File: src/sv/sdpa_pkg.sv
package sdpa_pkg;

   localparam int unsigned DefaultTableDepth = 256;

   localparam logic [1:0] ACT_READ  = 2'd0;
   localparam logic [1:0] ACT_WRITE = 2'd1;
   localparam logic [1:0] ACT_LOAD  = 2'd2;

   localparam logic [2:0] ST_OK       = 3'd0;
   localparam logic [2:0] ST_NOTFOUND = 3'd1;
   localparam logic [2:0] ST_RDONLY   = 3'd2;
   localparam logic [2:0] ST_ABOVE    = 3'd3;
   localparam logic [2:0] ST_BELOW    = 3'd4;

   localparam logic [7:0] CMD_UP16 = 8'h4B;
   localparam logic [7:0] CMD_UP32 = 8'h43;
   localparam logic [3:0] LEN_16   = 4'd6;
   localparam logic [3:0] LEN_32   = 4'd8;

   localparam int unsigned AttrLong   = 0;
   localparam int unsigned AttrSigned = 1;
   localparam int unsigned AttrRdonly = 2;
   localparam int unsigned AttrReboot = 3;
   localparam int unsigned AttrEeprom = 4;

   localparam logic CSR_ENTRIES = 1'b0;
   localparam logic CSR_SAVE    = 1'b1;

   typedef struct packed {
      logic [1:0]  action;
      logic [3:0]  index_nibble;
      logic [7:0]  sub_index;
      logic [31:0] data_value;
      logic [7:0]  slot;
      logic [11:0] param_number;
      logic [15:0] upper_limit;
      logic [15:0] lower_limit;
      logic [4:0]  attributes;
   } req_type;

   typedef struct packed {
      logic [2:0]  status;
      logic [7:0]  found_slot;
      logic [7:0]  response_command;
      logic [31:0] read_value;
      logic [3:0]  frame_length;
      logic        save_request;
      logic        reboot_warning;
   } rsp_type;

endpackage

File: src/sv/sdpa_fifo.sv
module sdpa_fifo (
   input  logic               clock,
   input  logic               reset,
   input  logic               push,
   input  sdpa_pkg::req_type  push_data,
   output logic               full,
   input  logic               pop,
   output sdpa_pkg::req_type  pop_data,
   output logic               empty
);
   import sdpa_pkg::*;

   req_type    slot_ff [2];
   logic       wr_ptr_ff, rd_ptr_ff;
   logic [1:0] count_ff;

   assign full     = count_ff == 2'd2;
   assign empty    = count_ff == 2'd0;
   assign pop_data = slot_ff[rd_ptr_ff];

   always_ff @(posedge clock) begin
      if (push && !full) begin
         slot_ff[wr_ptr_ff] <= push_data;
      end
      if (reset) begin
         wr_ptr_ff <= 1'b0;
         rd_ptr_ff <= 1'b0;
         count_ff  <= 2'd0;
      end else begin
         if (push && !full) begin
            wr_ptr_ff <= ~wr_ptr_ff;
         end
         if (pop && !empty) begin
            rd_ptr_ff <= ~rd_ptr_ff;
         end
         count_ff <= count_ff + 2'(push && !full) - 2'(pop && !empty);
      end
   end
endmodule

File: config.mk
export PLATFORM = sky130hd
export DESIGN_NAME = sdpa_fifo
export DESIGN_NICKNAME = d
export VERILOG_FILES = /design/src/sv/sdpa_pkg.sv /design/src/sv/sdpa_fifo.sv
export SDC_FILE = /design/constraint.sdc
export NUM_CORES = 1
export LEC_CHECK = 0
export ABC_AREA = 1
export CAP_MARGIN = 20
export CORE_ASPECT_RATIO = 0.75
export CORE_MARGIN = 2
export CORE_UTILIZATION = 66
export CTS_CLUSTER_SIZE = 25
export DETAILED_ROUTE_END_ITERATION = 10
export DONT_BUFFER_PORTS = 1
export GPL_TIMING_DRIVEN = 0
export PLACE_DENSITY = 0.92
export SLEW_MARGIN = 25
export SYNTH_ARGS = -nofsm -noshare
export SYNTH_HDL_FRONTEND = slang
export SYNTH_SLANG_ARGS = --single-unit
File: constraint.sdc
create_clock -name clock -period 10.26 [get_ports clock]
set_input_delay 2.052 -clock clock [delete_from_list [all_inputs] [get_ports clock]]
set_output_delay 2.052 -clock clock [all_outputs]
set_load 0.005 [all_outputs]
==> out/qor.yml, run 1 <==
worstMarginPinSlew_ps: 420
grt_pass1_wl_um: 19900
rsz0062_at_grt: "no"
clk_pin_slew_ps: 60
layout.nets: 495
area_growth_pct: 12.0
swShare_pct: 24.3
finalSetupTns_ps: 0
synth_fa_ha_area_share_pct: 0.325
synth.avg_cell_area_um2: 21.4
io_buffers: 0
synth_nets: 468
crit_arrival_ps: 1680
p_comb_share_pct: 18.3
slew-limit-headroom_pct: 72.0
p_leak_nw: 2.87
routabilityCongestion: 0.718
die_y_um: 97.5
syn_inst: 359
grt_overflow: 0
p_per_area_nw_per_um2: 256
p_seq_share_pct: 51.0
crit_fanout: 10
intPower_w: 0.00167
synth_top_flop_cell: "edfxtp_1"
core_area_um2: 11500
synth_enable_flop_cells: 206
diodes: 0
post-route-period-util_pct: 36.4
synth_top_family_by_area: "multiplexers"
drt_wl_total_um: 13500
post_cts_buffers: 0
viasPerCell: 6.05
start_kind: "flop"
ys_top_cells_by_count: "206 x edfxtp_1, 103 x mux2_2, 10 x inv_1"
synth-compound-area-share_pct: 0.130
outcome: "completed"
report.final.slew_viol_count: 0
hold_viol_final: 0
initial_utilization_pct: 67.0
firstDrtPassIters: 4
setup_viol: 0
synth_area_um2: 7700
drive_gt1_share_pct: 36.3
worstPathRequired_ps: 8210
cts_max_level: 1
async_reset_ff_share_pct: 0
endpoint_kind: "output port"
antenna_found_initial: 0
grt_max_degree: 62
clockBufferDepth: 3
row_count: 34
grt_pass1_vias: 3504
synth_xor_xnor_area_share_pct: 0
yosys.area.top_type: "edfxtp_1"
synth_area_leaders: "edfxtp_1 80%, mux2_2 15%, dfxtp_1 1.3%"
cts_tree: "built"
timing.final.ws_setup_ps: 6520
drv_cap: 0
wire_per_inst_um: 24.9
synth_top_area_share_pct: 80.4
die_x_um: 129
dieArea_um2: 12600
yosysMostFrequentCell: "edfxtp_1"
drc: 0
clock_latency_ps: 480
synthMuxAreaShare_pct: 15.1
yosysSeqAreaShare_pct: 81.7
clkPwrFrac_pct: 30.7
peakVddDrop_mv: 0.254
hpwl_um: 9050
postCtsHoldBufs: 0
fmax_mhz: 268
synth_cell_types: 12
ys_ff_latch: 211
synth-simple-area-share_pct: 1.02
pre_cts_ws_ps: 6950
clock_skew_ps: 16.4
switching_power_w: 0.000537
worst-setup-path-type: "reg -> out"
worstHoldPathType: "reg -> reg"
cts_made_buffers: 20
whs_ps: 512
yosysWarnings: 0
dr.first_iter.drc_count: 241
vias: 3289
root_buffer: "clkbuf_16"
min_period_ps: 3740
cts_resized: 0
ant_nets: 0
ios: 212
clock-sinks: 211
grt_usage_pct: 21.4
[per-stage QoR]
stage | std cells | instance area, um2 | total power [W] | util, %
after floorplan | 359 | 7700 | 0.00144 | -
after global placement | 503 | 7880 | 0.00152 | 68.6
after detailed placement | 508 | 8010 | 0.00155 | 69.8
after CTS | 544 | 8620 | 0.00223 | 75.1
after global routing | 544 | 8620 | 0.00229 | 75.1
final | 544 | 8620 | 0.00221 | 75.1
[power groups by stage]
stage / clock (W) / combinational (W) / sequential (W)
after global placement: 0 / 0.000365 / 0.00116
after detailed placement: 0 / 0.000405 / 0.00114
after floorplan: 0 / 0.000298 / 0.00115
final: 0.000679 / 0.000404 / 0.00113
after CTS: 0.000692 / 0.000410 / 0.00113
after global routing: 0.000723 / 0.000433 / 0.00114
[cells in the final DEF, fill, tap and decap left out, types with 3 or more instances in the layout]
master     count
inv_1          9
mux2_2       103
clkbuf_16     21
nor2_1         8
edfxtp_1     206
clkinv_1       5
clkbuf_1       7
buf_6          7
buf_2          3
buf_16         3
nand2_1        8
dfxtp_1        5
nand3_1        3
[logic make-up (layout without fill, tap and decap cells)]
group	Yosys count	count (layout)
flops	211	211
mux	103	103
buf+inv	21	62
simple gates	20	20
fa+ha+maj	2	2
compound gates	2	2
[per-layer routing]
layer | GRT usage (%) | vias to the layer above | wire length [um]
met4 | 5.94 | 0 | 283
met5 | 0 | - | 0
li1 | - | 1448 | -
met1 | 23.2 | 1639 | 4710
met2 | 36.2 | 178 | 6640
met3 | 11.8 | 24 | 1900
[worst max-delay path, stage by stage, from the launching register on]
cell,delay [ps]
dfxtp_1,370
buf_4,260
buf_6,190
mux2_2,380
[state kept, by name (all words and copies together), names as in the netlist, named ones only]
signal and cells:
wr_ptr_ff 1, slot_ff 206, count_ff 2, rd_ptr_ff 1
[cell type report]
type	instances	area [um2]
Clock inverter	8	58.8
Fill cell	591	2860
Inverter	10	42.5
Timing Repair Buffer	5	123
Sequential cell	211	6290
Tap cell	144	180
Clock buffer	28	552
Buffer	11	101
Multi-Input combinational cell	127	1280
[path summary, 6_finish.rpt]
| check | from | end | slack (ps) | cells after the start |
|---|---|---|---|---|
| worst max-delay path | flop | pop_data[83] | 6520 | 3 |
| worst min-delay path | rd_ptr_ff$_SDFFE_PP0P_ | rd_ptr_ff$_SDFFE_PP0P_ | 510 | 2 |
| worst max register to register | count_ff[0]$_SDFF_PP0_ | slot_ff[1][39]$_DFFE_PP_ | 8390 | 5 |
| worst min register to register | rd_ptr_ff$_SDFFE_PP0P_ | rd_ptr_ff$_SDFFE_PP0P_ | 510 | 2 |
(Power assumes the default switching activity.)
==> run 2: changes to the inputs <==
- ABC_AREA: 1 -> 0
- CORE_UTILIZATION: 66 -> 62
- PLACE_DENSITY: 0.92 -> 0.88
- clock period: 10.26 -> 3.5 ns (I/O delays scaled with it)
==> run 2 against run 1 <==
  * Combinational power grew to 3.1 times the previous value
  * Power grew to 3.0 times the previous value
  * Sequential power grew to 2.9 times the previous value
  * Setup slack worse by 5400 ps
  * Final cell count is 1.7% higher
  * Non-clock buffer count stayed put
  * Sequential cell count stayed put
  * Clock-buffer cell count is 1 lower
  * Critical path type unchanged
  * Critical endpoint is now pop_data[99]
  * Largest power group unchanged
==> out/qor.yml, run 2 <==
outcome: "completed"
multi_input_area_um2: 1280  # about the same
clock_latency_ps: 480  # about the same
regMostFlops: "slot_ff"
drt_wl_total_um: 13600  # +0.52%
cts_max_level: 1  # unchanged
p_leak_nw: 2.84  # -0.77%
p_per_area_nw_per_um2: 761  # +200%
die_y_um: 100  # +2.9%
synth.avg_cell_area_um2: 22.1  # +3.2%
synth_area_um2: 7680  # -0.24%
yosysSeqAreaShare_pct: 81.9  # +0.20 points
synth_top_flop_cell: "edfxtp_1"
slew-limit-headroom_pct: 74.6  # +2.6 points
grt_max_degree: 49  # -21%
viasPerCell: 5.83  # -3.6%
final_cells: 553  # +1.7%
rsz0062_at_grt: "no"
hp-start: "reset"
syn_inst: 347  # -3.3%
clk_pin_slew_ps: 60  # about the same
vias: 3223  # -2.0%
reg2regPathDepth: 6  # +1
grt_overflow: 0  # unchanged
ys_ff_latch: 211  # unchanged
largest_reg_flops: 206  # unchanged
routabilityCongestion: 0.705  # -1.8%
drv_cap: 0  # unchanged
grt_pass1_vias: 3408  # -2.7%
synth_nets: 456  # -2.6%
reg_top3: "slot_ff: 206 flops, count_ff: 2 flops"
dieArea_um2: 13300  # +6.0%
dr.first_iter.drc_count: 203  # -16%
cts_resized: 0  # unchanged
whs_ps: 287  # -226 ps
endpoint_kind: "output port"
slowest_delay_ps: 390  # about the same
post-route-period-util_pct: 69.3
worstMarginPinSlew_ps: 380  # -39.3 ps
ios: 212  # unchanged
crit_fanout: 10  # unchanged
synth_area_leaders: "edfxtp_1 81%, mux2_1 10%, mux2_2 4.8%"
clock-sinks: 211  # unchanged
reg2reg_from: "count_ff[0]$_SDFF_PP0_"
clock_skew_ps: 18.6  # +2.17 ps
setup_viol: 0  # unchanged
io_buffers: 0  # unchanged
synth_cell_types: 23  # +11
min_path_cells: 1  # -1
crit_buf_inv: 2  # unchanged
fmax_mhz: 413
post_cts_buffers: 0  # unchanged
worst-setup-path-type: "reg -> out"
worstHoldPathType: "in -> reg"
area_growth_pct: 12.1  # about the same
seq_area_um2: 6290  # unchanged
crit_arrival_ps: 1720  # +40 ps
start_kind: "flop"
synth_enable_flop_cells: 206  # unchanged
clockBufferDepth: 3  # unchanged
ant_nets: 0  # unchanged
peakVddDrop_mv: 0.531  # +110%
grt_usage_pct: 20.1  # -1.3 points
crit_family: "buffers and inverters"
postCtsHoldBufs: 0  # unchanged
layout_common_cells: "206 x edfxtp_1, 70 x mux2_1, 33 x mux2_2"
fillers: 730  # +24%
yosysMostFrequentCell: "edfxtp_1"
path_cells: "buf_4 -> buf_6 -> mux2_1"
layout.nets: 483  # -2.4%
worstPathRequired_ps: 2800  # -5410 ps
rrSetupSlack_ps: 1340  # -7050 ps
synth_top_area_share_pct: 80.5  # +0.20 points
min_period_ps: 2420
row_count: 35  # +2.9%
report.final.slew_viol_count: 0  # unchanged
async_reset_ff_share_pct: 0  # unchanged
die_x_um: 133  # +3.0%
hpwl_um: 8670  # -4.3%
wire_per_inst_um: 24.6  # -1.1%
core_area_um2: 12200  # +6.0%
grt_pass1_wl_um: 20000  # +0.52%
diodes: 0  # unchanged
layout_commonest_cell: "edfxtp_1"
drc: 0  # unchanged
finalSetupTns_ps: 0  # unchanged
timing.final.ws_setup_ps: 1080  # -5450 ps
cts_tree: "built"
ys_top_cells_by_count: "206 x edfxtp_1, 70 x mux2_1, 33 x mux2_2"
final_util_pct: 70.7  # -4.3 points
r2r_end: "slot_ff[0][57]$_DFFE_PP_"
initial_utilization_pct: 63.1  # -3.9 points
yosys.area.top_type: "edfxtp_1"
root_buffer: "clkbuf_16"
cp_slowest_cell: "mux2_1"
cts_made_buffers: 20  # unchanged
pre_cts_ws_ps: 1240  # -5710 ps
antenna_found_initial: 0  # unchanged
hold_viol_final: 0  # unchanged
dp.cells: 518  # +2.0%
firstDrtPassIters: 4  # unchanged
yosysWarnings: 0  # unchanged
drive_gt1_share_pct: 20.2  # -16 points
run 2: cell types whose count changed after synthesis, moves of 3 or more:
cell	previous run	this run
nor2_1	9	4
nand3_1	3	0
inv_1	10	3
nand2_1	8	1
mux2_1	0	70
mux2_2	103	33
run 2: kinds of logic (layout without fill, tap and decap cells):
logic type,after synthesis,count (layout),synth area share (%)
and+or+nand+nor,11,11,0.749
AOI/OAI and AO/OA,3,3,0.228
adders and majority gates,2,2,0.326
buffers and inverters,15,55,1.52
muxes,103,103,15.1
DFF,211,211,81.9
xor gates and xnor gates,2,2,0.228
run 2: power by group:
group          leakage [nW]  internal, W  switching (W)
Combinational         0.580     0.000522       0.000728
Clock                 0.298      0.00117       0.000814
Sequential             1.97      0.00322       0.000103
Total                  2.84      0.00491        0.00165
run 2: how the worst max path moves through the flow:
stage,from,cells after the start,to,slack (ps)
after floorplan,push,3,slot_ff[0][0]$_DFFE_PP_,700
after global placement,push,3,slot_ff[0][92]$_DFFE_PP_,20
after detailed placement,push,5,slot_ff[0][54]$_DFFE_PP_,1240
after CTS,flop,3,pop_data[96],1030
after global routing,flop,3,pop_data[37],990
final,flop,3,pop_data[99],1080
run 2: final cells by class:
cell class | count | share of cell area [%]
Buffer | 11 | 1.18
Tap cell | 166 | 2.41
Clock inverter | 8 | 0.697
Clock buffer | 27 | 6.36
Multi-Input combinational cell | 121 | 14.9
Timing Repair Buffer | 5 | 1.25
Sequential cell | 211 | 73.0
Inverter | 4 | 0.218
run 2: layer usage:
layer / vias to the layer above / track usage, % / wire length, um
met1: 1591 / 23.0 / 5030
met4: 0 / 4.14 / 191
met5: - / 0 / 0
li1: 1425 / - / -
met3: 22 / 11.9 / 1890
met2: 185 / 33.1 / 6480
run 2: stage by stage:
stage	instance area [um2]	power, W
after floorplan	7680	0.00427
after global placement	7890	0.00452
after detailed placement	8000	0.00461
after CTS	8610	0.00663
after global routing	8610	0.00680
final	8610	0.00655
==> run 3: changes to the inputs <==
- ABC_AREA: 0 -> 1
- clock period: 3.5 -> 2.3 ns (I/O delays scaled with it)
==> run 3 against run 2 <==
  * First-iteration DRC count fell by 36%
  * Sequential power rose by 51%
  * Sequential cell count did not move
  * Cell area rose by 2.4%
  * Clock skew barely moved
  * Setup slack got worse by 970 ps
  * Via count rose by 1.5%
  * Register-to-register slack got worse by 920 ps
  * Power rose by 58%
  * Non-clock buffer count rose by 2
  * Critical path type unchanged
  * Largest cell class unchanged
==> out/qor.yml, run 3 (same netlist as run 1, synthesis figures left out) <==
die_x_um: 133  # +0.12%
fmax_mhz: 455
setup_viol: 0  # unchanged
cp_slowest_cell: "mux2_2"
p_leak_nw: 2.93  # +3.1%
peakVddDrop_mv: 1.18  # +120%
wire_per_inst_um: 24.1  # -2.0%
crit_buf_inv: 2  # unchanged
clock_latency_ps: 480  # about the same
worst-setup-path-type: "reg -> out"
core_area_um2: 12200  # +0.36%
clkPwrFrac_pct: 33.4  # +3.1 points
grt_max_degree: 34  # -31%
path_cells: "buf_4 -> buf_6 -> mux2_2"
report.final.slew_viol_count: 0  # unchanged
timing.final.ws_setup_ps: 103  # -973 ps
regMostFlops: "slot_ff"
fillers: 669  # -8.4%
largest_reg_flops: 206  # unchanged
grt_usage_pct: 20.1  # about the same
io_buffers: 0  # unchanged
worstHoldPathType: "in -> reg"
ant_nets: 0  # unchanged
drt_wl_total_um: 13700  # +0.63%
firstDrtPassIters: 5  # +1
post-route-period-util_pct: 95.5
cts_max_level: 1  # unchanged
drc: 0  # unchanged
clock_skew_ps: 18.5  # -0.0537 ps
row_count: 35  # unchanged
grt_pass1_vias: 3429  # +0.62%
use_met3_pct: 11.7  # -0.20 points
busiest_layer: "met2"
grtUsageMet2_pct: 33.5  # +0.36 points
routabilityCongestion: 0.724  # +2.7%
root_buffer: "clkbuf_16"
layout_commonest_cell: "edfxtp_1"
p_seq_share_pct: 48.6  # -2.1 points
reg2reg_from: "count_ff[0]$_SDFF_PP0_"
seq_area_um2: 6290  # about the same
drive_gt1_share_pct: 40.0  # +20 points
crit_family: "buffers and inverters"
reg_top3: "slot_ff: 206 flops, count_ff: 2 flops"
swShare_pct: 24.1  # -1.0 points
pre_cts_ws_ps: 410  # -834 ps
cts_made_buffers: 20  # unchanged
grt_overflow: 0  # unchanged
clock-sinks: 211  # unchanged
cts_resized: 0  # unchanged
slew-limit-headroom_pct: 55.5  # -19 points
met1_usage_pct: 22.5  # -0.51 points
worstPathRequired_ps: 1840  # -960 ps
dr.first_iter.drc_count: 130  # -36%
clk_pin_slew_ps: 60  # about the same
outcome: "completed"
clockBufferDepth: 3  # unchanged
viasPerCell: 5.76  # -1.2%
final_util_pct: 72.2  # +1.4 points
intPower_w: 0.00785  # +60%
p_comb_share_pct: 18.1  # -1.0 points
area_growth_pct: 14.5
cts_tree: "built"
p_per_area_nw_per_um2: 1170  # +54%
hpwl_um: 9530  # +9.9%
worstMarginPinSlew_ps: 666  # +286 ps
switching_power_w: 0.00249  # +51%
slowest_delay_ps: 390  # about the same
die_y_um: 101  # +0.12%
hold_viol_final: 0  # unchanged
ios: 212  # unchanged
start_kind: "flop"
rsz0062_at_grt: "no"
vias: 3270  # +1.5%
initial_utilization_pct: 63.0  # -0.072 points
min_period_ps: 2200
diodes: 0  # unchanged
layout.nets: 497  # +2.9%
layout_common_cells: "206 x edfxtp_1, 103 x mux2_2, 21 x clkbuf_16"
post_cts_buffers: 0  # unchanged
postCtsHoldBufs: 0  # unchanged
antenna_found_initial: 0  # unchanged
dieArea_um2: 13300  # +0.24%
crit_fanout: 10  # unchanged
hp-start: "reset"
multi_input_area_um2: 1290  # +0.68%
crit_arrival_ps: 1740  # +20 ps
drv_cap: 0  # unchanged
grt_pass1_wl_um: 19900  # -0.62%
endpoint_kind: "output port"
## run 3: cell count changes in the layout (fill, tap and decap cells not counted), sizes merged, moves of 2 or more
cell      change
nor2          +5
clkbuf        -4
nand3         +3
bufinv        +3
nand2         +7
inv           +7
buf           +2
clkinvlp      +2
## run 3: worst register-to-register path: stages, from the launching register on
cell,delay [ps]
dfxtp_2,350
inv_2,50
nand2_2,110
nand2_2,100
nor2_4,510
buf_16,250
buf_12,200
## run 3: power groups by stage
stage | clock network (W) | logic (W) | registers [W]
6_report | 0.00345 | 0.00187 | 0.00502
5_1_grt | 0.00366 | 0.00200 | 0.00507
4_1_cts | 0.00352 | 0.00190 | 0.00503
3_5_place_dp | 0 | 0.00188 | 0.00510
3_3_place_gp | 0 | 0.00168 | 0.00510
2_1_floorplan | 0 | 0.00135 | 0.00507
## run 3: per-stage QoR
| stage | hold slack [ps] | instances | power (W) | cell area [um2] | TNS [ps] |
|---|---|---|---|---|---|
| global route | 22.4 | 568 | 0.0107 | 8820 | 0 |
| detailed placement | 521 | 532 | 0.00699 | 8100 | 0 |
| CTS | 20.1 | 568 | 0.0105 | 8820 | 0 |
| global placement | 482 | 525 | 0.00678 | 7930 | -178640 |
| finish | 37.5 | 568 | 0.0103 | 8820 | 0 |
| floorplan | 467 | 359 | 0.00641 | 7720 | -32470 |
## run 3: path summary, 6_finish.rpt
path                                                 end  slack [ps]  cells past startpoint
worst max-delay path                       pop_data[101]         100                      3
worst min-delay path              count_ff[0]$_SDFF_PP0_          40                      1
worst max register to register  slot_ff[0][39]$_DFFE_PP_         420                      6
worst min register to register                      flop         560                      2
## run 3: per-layer routing
metal,up-vias,share of wire (%)
met5,-,0
met4,0,2.1
met3,25,14
met2,176,49
met1,1606,35
li1,1463,-
## run 3: cell type report
type                            instances  area share [%]
Sequential cell                       211            71.3
Multi-Input combinational cell        127            14.6
Clock buffer                           23            6.05
Tap cell                              166            2.36
Clock inverter                         13            2.09
Timing Repair Buffer                    7            1.93
Buffer                                 11            1.15
Inverter                               10           0.468
